**src/hw/rtl/htsr_pkg.sv**
```systemverilog
`timescale 1ns / 1ps
// ----------------------------------------------------------------------------
// htsr_pkg
// shared sizes, codes and types of the handle table with swap-remove
// ----------------------------------------------------------------------------
package htsr_pkg;

  localparam int MAX_IDS       = 256;
  localparam int MAX_SLOTS     = 256;
  localparam int PAYLOAD_WIDTH = 32;

  // fixed field widths
  localparam int ID_W   = 8;
  localparam int SLOT_W = 8;
  localparam int CNT_W  = 9;
  localparam int ST_W   = 2;
  localparam int PAY_IN_W = 32;

  // free-id search: groups of GRP ids
  localparam int GRP     = 16;
  localparam int GRP_W   = $clog2(GRP);
  localparam int NGRP    = MAX_IDS / GRP;
  localparam int NGRP_W  = $clog2(NGRP);

  // input op codes
  localparam logic OP_CREATE = 1'b0;
  localparam logic OP_DELETE = 1'b1;

  // status codes
  localparam logic [ST_W-1:0] ST_OK      = 2'd0;
  localparam logic [ST_W-1:0] ST_FULL    = 2'd1;
  localparam logic [ST_W-1:0] ST_UNKNOWN = 2'd2;

  // command kinds after classification
  localparam logic [1:0] CMD_CREATE = 2'd0;
  localparam logic [1:0] CMD_DELETE = 2'd1;
  localparam logic [1:0] CMD_BADID  = 2'd2;

  typedef struct packed {
    logic [1:0]          kind;
    logic [ID_W-1:0]     entry_id;
    logic [PAY_IN_W-1:0] payload;
  } cmd_t;

  typedef struct packed {
    logic [ST_W-1:0]   status;
    logic [ID_W-1:0]   result_id;
    logic [SLOT_W-1:0] slot_index;
    logic [ID_W-1:0]   moved_id;
    logic [CNT_W-1:0]  record_count;
  } res_t;

endpackage

```
**src/hw/rtl/htsr_front.sv**
```systemverilog
`timescale 1ns / 1ps
// ----------------------------------------------------------------------------
// htsr_front
// accepts input beats, classifies them and hands commands to the queue
// ----------------------------------------------------------------------------
module htsr_front (
  input  logic                           clk,
  input  logic                           rst_n,
  input  logic                           in_valid,
  output logic                           in_ready,
  input  logic                           in_op,
  input  logic [htsr_pkg::ID_W-1:0]      in_entry_id,
  input  logic [htsr_pkg::PAY_IN_W-1:0]  in_payload,
  output logic                           push,
  output htsr_pkg::cmd_t                 push_cmd,
  input  logic                           q_full
);

  logic           hold_v_r, hold_v_nxt;
  htsr_pkg::cmd_t hold_r;
  htsr_pkg::cmd_t cls;
  logic           bad_id;

  // id zero is never handed out, ids past the table are unknown
  assign bad_id = (in_entry_id == '0) ||
                  ({1'b0, in_entry_id} >= htsr_pkg::CNT_W'(htsr_pkg::MAX_IDS));

  always_comb begin
    cls.entry_id = in_entry_id;
    cls.payload  = in_payload;
    if (in_op == htsr_pkg::OP_CREATE) begin
      cls.kind = htsr_pkg::CMD_CREATE;
    end else if (bad_id) begin
      cls.kind = htsr_pkg::CMD_BADID;
    end else begin
      cls.kind = htsr_pkg::CMD_DELETE;
    end
  end

  assign push     = hold_v_r && !q_full;
  assign push_cmd = hold_r;
  assign in_ready = !hold_v_r || !q_full;

  always_comb begin
    hold_v_nxt = hold_v_r;
    if (in_valid && in_ready) begin
      hold_v_nxt = 1'b1;
    end else if (push) begin
      hold_v_nxt = 1'b0;
    end
  end

  always_ff @(posedge clk) begin
    if (!rst_n) begin
      hold_v_r <= 1'b0;
    end else begin
      hold_v_r <= hold_v_nxt;
    end
  end

  always_ff @(posedge clk) begin
    if (in_valid && in_ready) begin
      hold_r <= cls;
    end
  end

endmodule

```
**config.mk**
```make
export PLATFORM = sky130hd
export DESIGN_NAME = htsr_front
export DESIGN_NICKNAME = d
export VERILOG_FILES = /design/src/hw/rtl/htsr_pkg.sv /design/src/hw/rtl/htsr_front.sv
export SDC_FILE = /design/constraint.sdc
export NUM_CORES = 1
export LEC_CHECK = 0
export CORE_ASPECT_RATIO = 1.2
export CORE_MARGIN = 10
export CORE_UTILIZATION = 50
export CTS_BUF_LIST = sky130_fd_sc_hd__clkbuf_16
export CTS_CLUSTER_SIZE = 10
export DETAILED_ROUTE_END_ITERATION = 16
export DONT_BUFFER_PORTS = 1
export GPL_TIMING_DRIVEN = 0
export PLACE_DENSITY = 0.74
export SETUP_SLACK_MARGIN = 0.4
export SYNTH_ARGS = -nofsm -noshare
export SYNTH_HDL_FRONTEND = slang
export SYNTH_SLANG_ARGS = --single-unit
```
**constraint.sdc**
```tcl
create_clock -name clk -period 1.6 [get_ports clk]
set_input_delay 0.08 -clock clk [delete_from_list [all_inputs] [get_ports clk]]
set_output_delay 0.08 -clock clk [all_outputs]
set_load 0.02 [all_outputs]
```
* Yosys cells after proc, flatten, opt, wreduce, memory -nomap -nowiden
Cells that the tools add are included.
Storage, ports and cells: logic and storage cells 14, input port bits 45, register bits 43
Cells by class: muxes and demuxes 3, reduce and logical (&&, ||, !) cells 7
Operator list (count):
- $logic_not 8->1 | 1
- $logic_and 1x1->1 | 2
- $logic_not 1->1 | 2
- $mux 1 | 2
- $mux 2 | 1
- $reduce_bool 2->1 | 1
- $logic_or 1x1->1 | 1

* Logic depth before layout (Yosys ltp)
depth in word-level cells 4, gate-level depth with buffers 2, mapped depth without buffers 2

* Worst setup path before layout
OpenSTA, ideal clock, no wires.
path kind reg2reg, start point reg hold_v_r, end point reg hold_r (netlist bit push_cmd[0]), enable pin, stages on the path, launching flop included 3, required time 1196 ps, setup slack -341 ps, period minus slack after synthesis 1941 ps, arrival 1538 ps, library setup time 404 ps, path through dfxtp_1 nand2_1 and2_1
Between the ends: longest elaborated chain between the ends 3
RTL lines:
- from (decl) | RTL line htsr_front.sv:19 | logic hold_v_r, hold_v_nxt;
- from (signal assigned) | RTL line htsr_front.sv:57 | hold_v_r <= hold_v_nxt;
- $logic_not 1->1 | RTL line htsr_front.sv:42 | assign in_ready = !hold_v_r || !q_full;
- $logic_or 1x1->1 | RTL line htsr_front.sv:42
- via in_ready | RTL line htsr_front.sv:10 | output logic in_ready,
- $logic_and 1x1->1 | RTL line htsr_front.sv:62 | if (in_valid && in_ready) begin
- to (signal assigned) | RTL line htsr_front.sv:63 | hold_r <= cls;
- to (decl) | RTL line htsr_front.sv:20 | htsr_pkg::cmd_t hold_r;
The timed path passes the listed nets, and every way through them passes these cells. A chain may end at the register's enable or synchronous reset.

* Final worst setup path
start point reg hold_v_r, end point reg hold_r (netlist bit push_cmd[18]), enable pin
The elaborated chain is that of the path after synthesis.

==> flow_summary_export.csv <==
group,metric,value,unit
status,status,"complete, but fails checks",
status,violations,"negative hold slack",
routing,routed_via_density,5.29,
timing,rsz0062_at_grt,"false",
routing,drt-pass1-iter-count,4,
floorplan,die_area,5180,sq um
timing,whs,-0.0151,ns
routing,drt-initial-drc-count,42,
synth,synthesis.area,1350,sq um
final_layout,final_cells,136,
final_layout,design_area,2020,sq um
timing,drv_slew,0,
grt,grt_use_total,15.0,%
clocking,cts_buffer_depth,2,
worst_setup_path,crit_fanout,21,
clocking,clockRootBuffer,"clkbuf_16",
floorplan,rows,20,
floorplan,die_h,76.9,um
worst_setup_path,setup.worst_path.end_class,"flop",
clocking,htreeDepth,2,
timing,min_period,1.13,ns
grt,first_global_vias,854,
routing,drt_wl_total,3.61,mm
worst_setup_path,crit_chain,"nand2_4 -> and2_4",
clocking,cts_made_buffers,5,
clocking,cts_num_sinks,43,
worst_setup_path,start_kind,"flop",
timing,finalCritPeriodShare,70.7,%
synth,synth-seq-cells,43,
routing,drc,0,
timing,skew,0.00265,ns
synth,netlist_instances,52,
power,power_density,1400,nW/um^2
timing,relSlewSlack,70.9,%
power,peakVddDrop,0.00127,V
floorplan,io_pins,89,
flow_run,cap_violations,0,
final_layout,layout-drive-gt1-share,13.7,%
hold_path,min_path_type,"in2reg",
grt,grt_pass1_wl,5.49,mm
final_layout,area_delta_synth_final,49.7,%
power,total_leakage_power,0.716,nW
worst_setup_path,cp.arrival,1.09,ns
synth,ys_types,9,
routing,via_count,719,
timing,worst_pin_slew,0.435,ns
grt,antenna_found_initial,1,
place,hpwlAfterDp,2.16,mm
synth,synth_warnings,0,
floorplan,start_util,52.8,%
place,io_buffers,0,
worst_setup_path,worstPathRequired,1.56,ns
final_layout,fin_util,79.0,%
grt,grt_max_degree,22,
clocking,post_cts_buffers,0,
worst_setup_path,critPathKind,"reg2reg",
synth,syn-num-nets,97,
place,dpl-instance-area,1400,sq um
routing,wl_per_cell,26.6,um
floorplan,fp.dieW,67.4,um
worst_setup_path,max_stage_delay,0.36,ns
place,gp_congestion,0.638,
clocking,cts_tree,"done",
worst_setup_path,cpMaxStageDelayCell,"dfxtp_4",
timing,setup_violations,0,
clocking,clk_pin_slew,0.06,ns
place,placed_cells,85,
synth,avgSynthCellArea,25.9,sq um
clocking,insertion_delay,0.28,ns
final_layout,final_nets,146,
routing,drtAntennaViolNets,0,
grt,grt-ovfl-total,0,
synth,ys_seq_area_share,95.1,%
timing,hold_viol_final,1,
timing,clock.fmax,0.884,GHz
timing,fin_setup_tns,0,ns
floorplan,core_area,2550,sq um
registers in the layout (all words and copies together), names as in the netlist:
| register | count |
|---|---|
| hold_v_r | 1 |
| push_cmd | 42 |
area by class of cell:
type                    count  area, sq um
fillers                   148          536
repair buffers             41          410
diodes                      1         2.50
flip-flops and latches     43         1280
clock inverters             3         63.8
well taps                  33         41.3
multi-input cells          10         88.8
clock buffers               5          125
critical path, delay by kind of cell (launching register included):
| family | cells | cell delay, ns |
|---|---|---|
| and+or+nand+nor | 2 | 0.44 |
| DFF | 1 | 0.36 |
through the flow:
stage | setup WS (ns) | power [mW]
floorplan | 0.421 | 1.47
global placement | 0.329 | 1.49
detailed placement | 0.310 | 1.49
CTS | 0.416 | 2.82
global route | 0.415 | 2.90
finish | 0.469 | 2.81
layer usage:
metal  part of all wire [%]  GRT usage (%)  routed length [um]
met3                     13           9.59                 487
met4                    2.7           8.44                  96
met1                     28           13.3                1020
met2                     56           24.7                2010
met5                      0              0                   0
cell usage after synthesis, drive strengths merged:
cell / n / share of area [%]
nor4: 2 / 1.9
edfxtp: 42 / 94
and2: 1 / 0.46
nand2: 1 / 0.28
a21boi: 1 / 0.56
a21oi: 1 / 0.37
nor2b: 2 / 0.93
dfxtp: 1 / 1.5
and3: 1 / 0.46
worst paths after layout:
kind | from | end | slack (ns) | cells past startpoint
max | hold_v_r | push_cmd[18] | 0.47 | 2
min | in_valid | hold_v_r | -0.02 | 2
max reg2reg | hold_v_r | push_cmd[18] | 0.47 | 2
min reg2reg | hold_v_r | hold_v_r | 0.58 | 2
timing repair:
action,4_1_cts,5_1_grt
gates cloned,1,0
resized for setup,1,2
pin swaps,1,1
setup endpoints to repair,42,1
hold endpoints to repair,41,0
hold buffers,42,0
cells in the final DEF, fill, tap and decap left out, drive strengths merged:
cell type    instances
bufinv               2
dlygate4sd3         41
nor4                 2
and2                 2
diode                1
and3                 1
edfxtp              42
a21boi               1
nand2                1
dfxtp                1
clkbuf               5
nor2b                2
inv                  1
a21oi                1
logic make-up after synthesis:
family	after synthesis	synth area share, %
AND/OR/NAND/NOR	7	3.99
AO/OA/AOI/OAI	2	0.928
flip-flops	43	95.1
report_power, final:
part	total, mW	internal, mW	leakage [nW]	switching (mW)
Combinational	0.125	0.0764	0.205	0.0488
Clock	1.26	0.887	0.0952	0.373
Sequential	1.43	1.32	0.415	0.109
Total	2.81	2.28	0.716	0.531
No activity file was read; power rests on OpenSTA's default activity.
