**config.mk**
```make
export PLATFORM = sky130hd
export DESIGN_NAME = htsr_fifo
export DESIGN_NICKNAME = d
export VERILOG_FILES = /design/src/hw/rtl/htsr_pkg.sv /design/src/hw/rtl/htsr_fifo.sv
export SDC_FILE = /design/constraint.sdc
export NUM_CORES = 1
export LEC_CHECK = 0
export BUFFER_PORTS_ARGS = -buffer_cell sky130_fd_sc_hd__buf_2
export CORE_ASPECT_RATIO = 0.7
export CORE_MARGIN = 4
export CORE_UTILIZATION = 50
export DETAILED_ROUTE_END_ITERATION = 10
export PLACE_DENSITY = 0.78
export SYNTH_ARGS = -nofsm -noshare
export SYNTH_HDL_FRONTEND = slang
export SYNTH_SLANG_ARGS = --single-unit
```
**constraint.sdc**
```tcl
create_clock -name clk -period 3.8 [get_ports clk]
set_clock_uncertainty 0.2 [all_clocks]
set_input_delay 0.19 -clock clk [delete_from_list [all_inputs] [get_ports clk]]
set_output_delay 0.19 -clock clk [all_outputs]
set_load 0.02 [all_outputs]
```
**src/hw/rtl/htsr_pkg.sv**
```systemverilog
`timescale 1ns / 1ps
// ----------------------------------------------------------------------------
// htsr_pkg
// shared sizes, codes and types of the handle table with swap-remove
// ----------------------------------------------------------------------------
package htsr_pkg;

  localparam int MAX_IDS       = 256;
  localparam int MAX_SLOTS     = 256;
  localparam int PAYLOAD_WIDTH = 32;

  // fixed field widths
  localparam int ID_W   = 8;
  localparam int SLOT_W = 8;
  localparam int CNT_W  = 9;
  localparam int ST_W   = 2;
  localparam int PAY_IN_W = 32;

  // free-id search: groups of GRP ids
  localparam int GRP     = 16;
  localparam int GRP_W   = $clog2(GRP);
  localparam int NGRP    = MAX_IDS / GRP;
  localparam int NGRP_W  = $clog2(NGRP);

  // input op codes
  localparam logic OP_CREATE = 1'b0;
  localparam logic OP_DELETE = 1'b1;

  // status codes
  localparam logic [ST_W-1:0] ST_OK      = 2'd0;
  localparam logic [ST_W-1:0] ST_FULL    = 2'd1;
  localparam logic [ST_W-1:0] ST_UNKNOWN = 2'd2;

  // command kinds after classification
  localparam logic [1:0] CMD_CREATE = 2'd0;
  localparam logic [1:0] CMD_DELETE = 2'd1;
  localparam logic [1:0] CMD_BADID  = 2'd2;

  typedef struct packed {
    logic [1:0]          kind;
    logic [ID_W-1:0]     entry_id;
    logic [PAY_IN_W-1:0] payload;
  } cmd_t;

  typedef struct packed {
    logic [ST_W-1:0]   status;
    logic [ID_W-1:0]   result_id;
    logic [SLOT_W-1:0] slot_index;
    logic [ID_W-1:0]   moved_id;
    logic [CNT_W-1:0]  record_count;
  } res_t;

endpackage

```
**src/hw/rtl/htsr_fifo.sv**
```systemverilog
`timescale 1ns / 1ps
// ----------------------------------------------------------------------------
// htsr_fifo
// two-entry command queue between front and back
// ----------------------------------------------------------------------------
module htsr_fifo (
  input  logic          clk,
  input  logic          rst_n,
  input  logic          push,
  input  htsr_pkg::cmd_t push_cmd,
  output logic          full,
  input  logic          pop,
  output logic          not_empty,
  output htsr_pkg::cmd_t head
);

  htsr_pkg::cmd_t mem_r [2];
  logic       wr_ptr_r, wr_ptr_nxt;
  logic       rd_ptr_r, rd_ptr_nxt;
  logic [1:0] cnt_r, cnt_nxt;

  assign full      = (cnt_r == 2'd2);
  assign not_empty = (cnt_r != 2'd0);
  assign head      = mem_r[rd_ptr_r];

  always_comb begin
    wr_ptr_nxt = wr_ptr_r;
    rd_ptr_nxt = rd_ptr_r;
    cnt_nxt    = cnt_r;
    if (push) begin
      wr_ptr_nxt = ~wr_ptr_r;
    end
    if (pop) begin
      rd_ptr_nxt = ~rd_ptr_r;
    end
    if (push && !pop) begin
      cnt_nxt = cnt_r + 2'd1;
    end else if (pop && !push) begin
      cnt_nxt = cnt_r - 2'd1;
    end
  end

  always_ff @(posedge clk) begin
    if (!rst_n) begin
      wr_ptr_r <= 1'b0;
      rd_ptr_r <= 1'b0;
      cnt_r    <= 2'd0;
    end else begin
      wr_ptr_r <= wr_ptr_nxt;
      rd_ptr_r <= rd_ptr_nxt;
      cnt_r    <= cnt_nxt;
    end
  end

  always_ff @(posedge clk) begin
    if (push) begin
      mem_r[wr_ptr_r] <= push_cmd;
    end
  end

endmodule

```
Yosys cells after proc, flatten, opt, wreduce, memory -nomap -nowiden
Memories as Yosys holds them, arrays and structs flattened. A register that Yosys moved wholly into a read port is not among the register bits. Index checks and enable logic that the tools add are counted.

$add $sub $neg: 2. Multiply operators: 0. Divide/modulo/power cells: 0. Magnitude comparators: 0. Equal/unequal tests: 1. Shifts and indexed selects: 0. Mux-type cells: 6. Bitwise logic cells: 2. Reduce and logical (&&, ||, !) cells: 6.

Operators with widths (count): 1-bit 2-to-1 mux (4); 2-bit 2-to-1 mux (2); 2-bit nonzero test (2); 2-bit by 1-bit adder with 2-bit output, second input constant (1); 2-bit equality test, second input constant (1); 1-bit logical AND (2); 1-bit logical NOT (2); 1-bit NOT (2); 2-bit by 1-bit subtractor with 2-bit output, second input constant (1).

Register bits: 4. Bits in latches: 0. Bits in writable memories: 84. ROM bits: 0. Bits of input ports: 46. Output and inout port bits: 44. Word-level logic and storage cells: 21. Memories: 1.

Memories: mem_r (depth 2, bits a word 42, read ports 1, clocked after Yosys merged registers in 1, wr ports 1, RTL line htsr_fifo.sv:17) `htsr_pkg::cmd_t mem_r [2];`.

Logic depth before layout (Yosys ltp)
Gate-level depths: netlist of run 1.

Depth in word-level cells: 4. Gate-level depth with buffers: 5. Mapped depth without buffers: 5.

Worst setup path before layout of run 1
OpenSTA, ideal clock, no wires.

Path kind: reg2reg. Start point: register wr_ptr_r. End point: memory mem_r[0][0] in the netlist's numbering (enable). Setup time: 0.448 ns. Arrival time: 2.213 ns. Required time: 3.152 ns. Setup slack: 0.940 ns. Cell stages (with the launch flop): 2. Buffers on the path: 0. Clock period less this slack: 2.860 ns. Cells stage by stage: dfxtp_1 nor2b_1.

RTL lines: start: declaration (RTL line htsr_fifo.sv:18) `logic wr_ptr_r, wr_ptr_nxt;`; start signal: assignment (RTL line htsr_fifo.sv:49) `wr_ptr_r <= wr_ptr_nxt;`; end: declaration (RTL line htsr_fifo.sv:17).

No word-level cell before the write port.

==> key figures, run 1 <==
Status
  – Run status: complete, no violations

Logic synthesis
  – Avg Inst Size Synth: about 21 um^2
  – Post-Synthesis Cells: ~150
  – Syn. warnings: 0
  – Unique cell type count in the Yosys netlist: 17
  – Post-synth top area share: 77.6%
  – Area contributors post-synth: edfxtp_1 (78%), mux2_2 (15%), dfxtp_1 (3.1%), buf_4 (0.92%), and2_1 (0.77%)
  – Mapped Nets: 200
  – Number of synthesized flops with an enable pin: 84
  – Ys async rst share: 0%
  – Synth Cell Area: between 3000 and 4000 um^2
  – Primary FF master, synth: edfxtp_1
  – Sequential-to-total area share from yosys stat: around 80%
  – Synth Register Bits: 89
  – Area leader, netlist: edfxtp_1

Setup path
  – Req. time, crit path: ~3400 ps
  – Critical Path Slowest Stage Cell: dfxtp_2
  – FF-to-FF setup slack: 1880 ps
  – Reg2Reg Capture Point: wr_ptr_r
  – Worst R2R Start: wr_ptr_r
  – CP peak stage delay: 990 ps
  – Crit start category: flip-flop
  – Setup crit end kind: output port
  – Crit path arrival time: slightly below 2000 ps
  – Worst-path cell chain: mux2_2, buf_2
  – Worst R2R Path Depth: 3
  – Setup CP Type: reg2out
  – Critical path peak fanout: 42

Timing
  – Least-Margin Pin Slew: slightly above 1000 ps
  – Hold Vio Cnt, Final: 0
  – Final setup vio count: 0
  – Fmax: roughly 430 MHz
  – Final period util: 61.7%
  – Setup WS post-layout: roughly 1500 ps
  – Final max-slew violation count: 0
  – Crit path time final: between 2000 and 2500 ps
  – TNS Setup: 0 ps
  – RSZ-0062 raised after global routing: false
  – Slew margin rel.: roughly 32%

Placed design
  – Place WS: roughly 1800 ps
  – Routability cong.: slightly above 0.7
  – Hpwl dp: approximately 3.6 mm
  – Total placed instance area: ~3800 um^2
  – Number of port buffers: 89

Detailed routing
  – DRC viols: 0
  – Final ANT Viol Nets: 0
  – Routed WL: approximately 6 mm
  – DRT iter0 DRCs: 65
  – First-pass DRT Iterations: 3
  – DR vias/cell: around 4.8
  – Via count: ~1,800
  – Drt wl/cell: about 16 um

Floorplan
  – Die area: slightly below 8000 um^2
  – Chip Width: ~100 um
  – # IOs: 90
  – Die Y: between 70 and 80 um
  – # rows: 24
  – Core area: ~6300 um^2
  – Initial Util: between 50 and 60%

Power and ir drop
  – Leak pwr: between 1.5 and 2 nW
  – Worst-case vdd ir drop: between 300 and 400 uV
  – PwrDens: 448 nW/um^2

Clock tree
  – TritonCTS clock tree: built
  – Worst skew pair latency: about 340 ps
  – Clock root cell: clkbuf_8
  – Post-CTS resize count: 0
  – Clock Tree Buf Depth: 2
  – Clk slew on worst S/H paths: roughly 80 ps
  – Clk sinks: between 80 and 90
  – CTS Buf Count: 9
  – # H-tree levels: 3

Hold path
  – Hold Path Stages: 4
  – Hold Crit Class: in2reg
  – Worst Hold Launch: push
  – WHS Endpoint: cnt_r[1]

Global routing
  – Vias in the first global route: approximately 1,900
  – All-layer global routing usage: about 16%
  – Initial antenna violation count: 0
  – Remaining global-route overflow: 0
  – Pin count of the biggest net entering global routing: 43
  – First-pass GRT wire length: 9.32 mm

Job
  – Maxcap violations: 0

Cells and area
  – Layout area overhead: 35.0%
  – Number of antenna diodes: 0
  – Fraction of layout cells with a size suffix above 1: 50.5%
  – Nets: 341
  – Filler cells: 428
  – Final instance area: 4390 um^2
## final cells by class
cell class	count	area [um^2]	share of cell area, %
clock inverter	7	37.5	0.855
tap	78	97.6	2.22
timing repair buffer	135	903	20.6
inverter	1	3.75	0.0855
multi-input combinational	58	599	13.7
sequential	89	2620	59.8
clock buffer	9	124	2.82
## cells in the mapped netlist, types with 2 or more instances
master and instances:
dfxtp_1 5, nor2b_1 2, and2_1 4, mux2_2 42, buf_4 4, xor2_1 2, edfxtp_1 84
## flip-flops by register name (all words and copies together) (netlist names), named ones only
| name | count |
|---|---|
| mem_r | 84 |
| cnt_r | 2 |
| rd_ptr_r | 1 |
| wr_ptr_r | 1 |
## layer usage
layer | GRT usage (%) | vias to the layer above | share of wire [%]
li1 | - | 876 | -
met2 | 25.5 | 72 | 46
met5 | 0 | - | 0
met1 | 20.2 | 865 | 45
met3 | 7.37 | 7 | 7.5
met4 | 3.98 | 0 | 0.90
## cell usage in the layout (no fill, tap or decap)
cell           synthesis  final
a21boi_1               1      1
and2_1                 4      3
and2_2                 0      1
and2b_2                1      1
buf_2                  1     89
buf_4                  4      1
clkbuf_8               0      9
clkinv_1               0      2
clkinv_2               0      3
clkinvlp_4             0      2
dfxtp_1                5      4
dfxtp_2                0      1
dlygate4sd3_1          0     45
edfxtp_1              84     84
ha_1                   1      1
inv_1                  1      1
mux2_2                42     42
nor2b_1                2      1
nor2b_4                0      1
o21a_1                 1      1
o21ai_0                1      1
or2_2                  1      1
or3_1                  1      1
xnor2_1                1      1
xor2_1                 2      2
## worst max path at each step
stage | cells past startpoint | end | slack [ps]
final | 2 | head[20] | 1460
after global routing | 2 | head[20] | 1320
after CTS | 2 | head[20] | 1400
after detailed placement | 2 | head[20] | 1800
after global placement | 2 | head[20] | 1800
after floorplan | 1 | mem_r[0][0] | 940
## metrics by stage
step / hold slack (ps) / std cells / total power (W) / util, %
detailed placement: 181 / 316 / 0.00143 / 60.2
global placement: 177 / 316 / 0.00142 / 60.2
CTS: 130 / 377 / 0.00199 / 69.9
floorplan: 88.9 / 153 / 0.00134 / -
global route: 156 / 377 / 0.00206 / 69.9
finish: 147 / 377 / 0.00197 / 69.9
## power breakdown
part | switching (W) | total [W] | internal (W)
clock network | 0.000297 | 0.000526 | 0.000229
logic | 0.000142 | 0.000281 | 0.000139
registers | 0.0000310 | 0.00116 | 0.00113
total | 0.000469 | 0.00197 | 0.00150
## kinds of logic after synthesis
kind of cell | count (synthesis) | share of synthesized area, %
flops | 89 | 80.6
fa+ha+maj | 1 | 0.385
xor+xnor | 3 | 0.808
mux | 42 | 14.5
simple gates | 9 | 1.81
buf+inv | 6 | 1.19
compound gates | 3 | 0.616
## worst max-delay path, delay by kind of cell (launching register included)
family	cells	cell delay [ps]
multiplexers	1	440
flip-flops	1	990
buffers and inverters	1	170
## timing repair
item	4_1_cts	5_1_grt
endpoints found under the hold margin	89	0
setup buffers	0	0
hold buffers	45	0
(Power assumes the default switching activity.)
==> run 2, diff against run 1 <==
CORE_UTILIZATION = 46   (was 50)
PLACE_DENSITY = 0.75   (was 0.78)
clock period = 2 ns   (was 3.8 ns; I/O delays follow)
==> run 2 against run 1 <==
Critical endpoint is now head[11]. Final area up 2.1%. Clock-buffer cell count unchanged. Non-clock buffer count up 5. Total power up 99%. Core utilization down 4.2 points. Hold slack worse by 66 ps. Largest cell class unchanged. Register-to-register slack worse by 1600 ps. Routed wire length up 2.9%. Sequential power up 87%.
==> key figures, run 2 (synthesis gave the netlist of run 1 again) <==
Floorplan
  – Die Y: 78.3 um (+3.8%)
  – Chip Width: 108 um (+3.9%)
  – # IOs: 90 (unchanged)
  – Die area: 8500 um^2 (+7.9%)
  – Core area: 6820 um^2 (+8.7%)
  – # rows: 25 (+4.2%)
  – Initial Util: 47.7% (-4.1 points)

Cells and area
  – Number of antenna diodes: 0 (unchanged)
  – Most common cell after layout, fill and taps aside: buf_2
  – Layout area overhead: 37.7%
  – Nets: 346 (+1.5%)
  – Top Registers: mem_r (84), cnt_r (2)
  – Commonest cells after routing, fill and taps aside: buf_2 (89), edfxtp_1 (84), dlygate4sd3_1 (45)
  – Top reg by flops: mem_r
  – Fraction of layout cells with a size suffix above 1: 51.3% (+0.81 points)
  – Max FFs per register: 84 (unchanged)

Detailed routing
  – Routed WL: 6.07 mm (+2.9%)
  – Final ANT Viol Nets: 0 (unchanged)
  – Drt wl/cell: 15.3 um (-2.5%)
  – DR vias/cell: 4.68 (-3.1%)
  – First-pass DRT Iterations: 4 (+1)
  – DRT iter0 DRCs: 56 (-14%)
  – Via count: 1,862 (+2.3%)
  – DRC viols: 0 (unchanged)

Power and ir drop
  – PwrDens: 874 nW/um^2 (+95%)
  – Leak pwr: 1.72 nW (+2.2%)
  – Power Total: 0.00391 W (+99%)
  – Worst-case vdd ir drop: 513 uV (+59%)

Job
  – Maxcap violations: 0 (unchanged)

Timing
  – RSZ-0062 raised after global routing: false
  – Final period util: between 90 and 100%
  – Least-Margin Pin Slew: 327 ps (-690 ps)
  – Fmax: 545 MHz
  – Final max-slew violation count: 0 (unchanged)
  – Hold Vio Cnt, Final: 0 (unchanged)
  – Slew margin rel.: 78.2% (+46 points)
  – Hold_ws: 80.7 ps (-66.2 ps)
  – Final setup vio count: 0 (unchanged)
  – Crit path time final: roughly 1800 ps
  – Setup WS post-layout: 164 ps (-1290 ps)

Global routing
  – First-pass GRT wire length: 9.72 mm (+4.3%)
  – Remaining global-route overflow: 0 (unchanged)
  – Pin count of the biggest net entering global routing: 26 (-40%)
  – Vias in the first global route: 2,037 (+8.7%)
  – Initial antenna violation count: 0 (unchanged)
  – All-layer global routing usage: 15.2% (-0.69 points)

Clock tree
  – Post-CTS resize count: 0 (unchanged)
  – Clock root cell: clkbuf_8
  – Clk slew on worst S/H paths: 80 ps (about the same)
  – CTS Buf Count: 9 (unchanged)
  – Clock Tree Buf Depth: 2 (unchanged)
  – # H-tree levels: 3 (unchanged)
  – Worst skew pair latency: 340 ps (about the same)
  – Clk sinks: 89 (unchanged)
  – Post-CTS Setup Inserts: 0 (unchanged)
  – CTS Hold Bufs: 45 (unchanged)
  – TritonCTS clock tree: built

Setup path
  – Setup crit end kind: output port
  – Crit start category: flip-flop
  – Critical path peak fanout: 25 (-40%)
  – Worst R2R Path Depth: 4 (+1)
  – Setup CP Type: reg2out
  – Crit path arrival time: 1540 ps (-410 ps)
  – Req. time, crit path: 1700 ps (-1710 ps)
  – FF-to-FF setup slack: 270 ps (-1610 ps)

Hold path
  – Hold Path Stages: 4 (unchanged)
  – Hold Crit Class: in2reg

Placed design
  – Number of port buffers: 89 (unchanged)
  – Place WS: 525 ps (-1280 ps)
  – Routability cong.: 0.684 (-5.6%)
  – Hpwl dp: 3.87 mm (+6.7%)

Status
  – Run status: complete, no violations
==> run 2: worst max-delay path: stages, from the launching register on <==
cell,delay (ps)
dfxtp_2,330
buf_4,310
mux2_2,390
buf_2,160
==> run 2: where the power goes <==
part / switching, W / internal (W) / total, W
Sequential: 0.0000279 / 0.00215 / 0.00217
Clock: 0.000589 / 0.000574 / 0.00116
Combinational: 0.000304 / 0.000272 / 0.000576
==> run 2: per-stage QoR <==
step / instances / utilization [%] / instance area (um^2) / setup TNS (ps)
2_1_floorplan: 153 / - / 3260 / -341
5_1_grt: 398 / 65.7 / 4480 / 0
4_1_cts: 398 / 65.7 / 4480 / 0
6_report: 398 / 65.7 / 4480 / 0
3_5_place_dp: 337 / 56.2 / 3830 / 0
3_3_place_gp: 337 / 56.2 / 3830 / 0
==> run 2: worst paths after layout <==
| check | end | startpoint |
|---|---|---|
| setup / recovery | head[11] | flip-flop |
| hold / removal | cnt_r[1] | push |
| setup reg to reg | wr_ptr_r | wr_ptr_r |
| hold reg to reg | cnt_r[1] | cnt_r[1] |
==> run 2: final cells by class <==
cell class	count	area (um^2)
Sequential cell	89	2620
Inverter	1	3.75
Fill cell	496	2340
Timing Repair Buffer	140	941
Clock inverter	7	70.1
Tap cell	94	118
Multi-Input combinational cell	58	599
Clock buffer	9	124
==> run 2: routing by layer <==
layer / vias to the layer above / GRT usage, % / share of wire (%)
li1: 881 / - / -
met2: 64 / 26.1 / 49
met1: 906 / 18.2 / 42
met4: 0 / 4.16 / 1.2
met3: 11 / 5.51 / 7.0
met5: - / 0 / 0
==> run 3, diff against run 2 <==
CORE_UTILIZATION = 45   (was 46)
PLACE_DENSITY = 0.74   (was 0.75)
==> run 3 against run 2 <==
Combinational power grew 1%. Hold slack got worse by 16 ps. First-iteration DRC count increased by 30%.
==> key figures, run 3 (synthesis gave the netlist of run 1 again) <==
Clock tree
  – Worst skew pair latency: 340 ps (about the same)
  – Clock root cell: clkbuf_8
  – Clock Tree Buf Depth: 2 (unchanged)
  – CTS Hold Bufs: 45 (unchanged)
  – # H-tree levels: 3 (unchanged)
  – Clk slew on worst S/H paths: 80 ps (about the same)
  – CTS Buf Count: 9 (unchanged)
  – Clk sinks: 89 (unchanged)
  – TritonCTS clock tree: built
  – Post-CTS Setup Inserts: 0 (unchanged)
  – Post-CTS resize count: 0 (unchanged)

Detailed routing
  – Routed WL: 6.21 mm (+2.2%)
  – DR vias/cell: 4.68 (about the same)
  – Final ANT Viol Nets: 0 (unchanged)
  – DRC viols: 0 (unchanged)
  – Via count: 1,859 (-0.16%)
  – First-pass DRT Iterations: 4 (unchanged)
  – Drt wl/cell: 15.6 um (+2.4%)
  – DRT iter0 DRCs: 73 (+30%)

Setup path
  – Worst-path cell chain: buf_12, mux2_2, buf_2
  – Worst R2R Start: wr_ptr_r
  – Req. time, crit path: 1700 ps (about the same)
  – Setup CP Type: reg2out
  – Critical path peak fanout: 20 (-20%)
  – Critical Path Slowest Stage Cell: dfxtp_2
  – Crit path arrival time: 1610 ps (+70 ps)
  – Crit start category: flip-flop
  – Setup crit end kind: output port
  – CP peak stage delay: 530 ps (+140 ps)

Cells and area
  – Fraction of layout cells with a size suffix above 1: 51.2% (-0.16 points)
  – Layout area overhead: 38.2%
  – Top reg by flops: mem_r
  – Nets: 346 (unchanged)
  – Max FFs per register: 84 (unchanged)
  – Top Registers: mem_r (84), cnt_r (2)
  – End-of-flow core utilization: 65.3% (-0.36 points)
  – Most common cell after layout, fill and taps aside: buf_2
  – Number of antenna diodes: 0 (unchanged)
  – Filler cells: 509 (+2.6%)
  – Commonest cells after routing, fill and taps aside: buf_2 (89), edfxtp_1 (84), dlygate4sd3_1 (45)

Floorplan
  – # rows: 25 (unchanged)
  – # IOs: 90 (unchanged)
  – Chip Width: 110 um (+1.0%)
  – Die Y: 79.1 um (+1.0%)
  – Initial Util: 47.3% (-0.43 points)
  – Core area: 6880 um^2 (+0.92%)
  – Die area: 8670 um^2 (+2.0%)

Hold path
  – Worst Hold Launch: push
  – Hold Crit Class: in2reg

Placed design
  – Routability cong.: 0.671 (-2.0%)
  – Hpwl dp: 3.85 mm (-0.40%)
  – Number of port buffers: 89 (unchanged)

Timing
  – Hold Vio Cnt, Final: 0 (unchanged)
  – Final max-slew violation count: 0 (unchanged)
  – Slew margin rel.: 78.1% (about the same)
  – Final period util: 95.6% (+3.8 points)
  – Crit path time final: 1910 ps (+76.5 ps)
  – Least-Margin Pin Slew: 328 ps (+1.15 ps)
  – RSZ-0062 raised after global routing: false
  – Final setup vio count: 0 (unchanged)
  – Fmax: 523 MHz (-4.0%)

Global routing
  – All-layer global routing usage: 15.3% (+0.11 points)
  – Initial antenna violation count: 0 (unchanged)
  – First-pass GRT wire length: 9.92 mm (+2.1%)
  – Remaining global-route overflow: 0 (unchanged)
  – Pin count of the biggest net entering global routing: 24 (-7.7%)
  – Vias in the first global route: 2,056 (+0.93%)

Job
  – Maxcap violations: 0 (unchanged)

Power and ir drop
  – Sw Ratio: 23.3% (-0.25 points)
  – Leak pwr: 1.72 nW (+0.14%)
  – Worst-case vdd ir drop: 531 uV (+3.6%)
  – Power Total: 0.00391 W (-0.18%)
  – P_int: 0.00300 W (+0.15%)
  – Sw Pwr: 0.000909 W (-1.3%)
  – Clk pwr share: 29.2% (-0.5 points)
  – Part of the power in registers: 55.9% (+0.3 points)
  – Comb power frac: 14.9% (+0.2 points)
  – PwrDens: 869 nW/um^2 (-0.54%)

Status
  – Run status: complete, no violations
run 3: worst max-delay path, delay by kind of cell (launching register included):
family,cells,cell delay (ps)
buf+inv,2,380
mux,1,350
flops,1,530
run 3: layer usage:
| metal | part of all wire (%) | track usage [%] | vias to the layer above |
|---|---|---|---|
| met4 | 0.48 | 4.48 | 0 |
| met2 | 49 | 26.5 | 68 |
| met5 | 0 | 0 | - |
| met3 | 6.9 | 5.36 | 6 |
| li1 | - | - | 886 |
| met1 | 43 | 18.1 | 899 |
run 3: path summary, 6_finish.rpt:
check,to,slack (ps),depth (start not counted)
max,head[14],90,3
min reg2reg,cnt_r[1],300,2
max reg2reg,wr_ptr_r,250,4
min,cnt_r[1],60,4
run 3: metrics by stage:
| step | cells | instance area, um^2 | setup WS, ps | setup TNS, ps | hold slack (ps) |
|---|---|---|---|---|---|
| after floorplan | 153 | 3260 | -8.11 | -341 | -1.13 |
| after global placement | 337 | 3860 | 467 | 0 | 88.1 |
| after detailed placement | 337 | 3860 | 458 | 0 | 90.7 |
| after CTS | 397 | 4500 | 62.8 | 0 | 42.1 |
| after global routing | 397 | 4500 | 9.02 | 0 | 98.9 |
| final | 397 | 4500 | 87.7 | 0 | 64.9 |
run 3: cell type report:
cell class              count  area, um^2  share of cell area (%)
clock buffers              10         128                    2.84
clock inverters             5        57.6                    1.28
inverters                   1        3.75                  0.0835
multi-input cells          58         599                    13.3
flip-flops and latches     89        2620                    58.4
well taps                  94         118                    2.62
repair buffers            140         966                    21.5
run 3: power groups by stage:
| stage | clock, W | sequential, W | combinational [W] |
|---|---|---|---|
| after floorplan | 0 | 0.00221 | 0.000331 |
| final | 0.00114 | 0.00218 | 0.000582 |
| after global placement | 0 | 0.00222 | 0.000508 |
| after global routing | 0.00125 | 0.00219 | 0.000626 |
| after CTS | 0.00118 | 0.00218 | 0.000585 |
| after detailed placement | 0 | 0.00223 | 0.000515 |
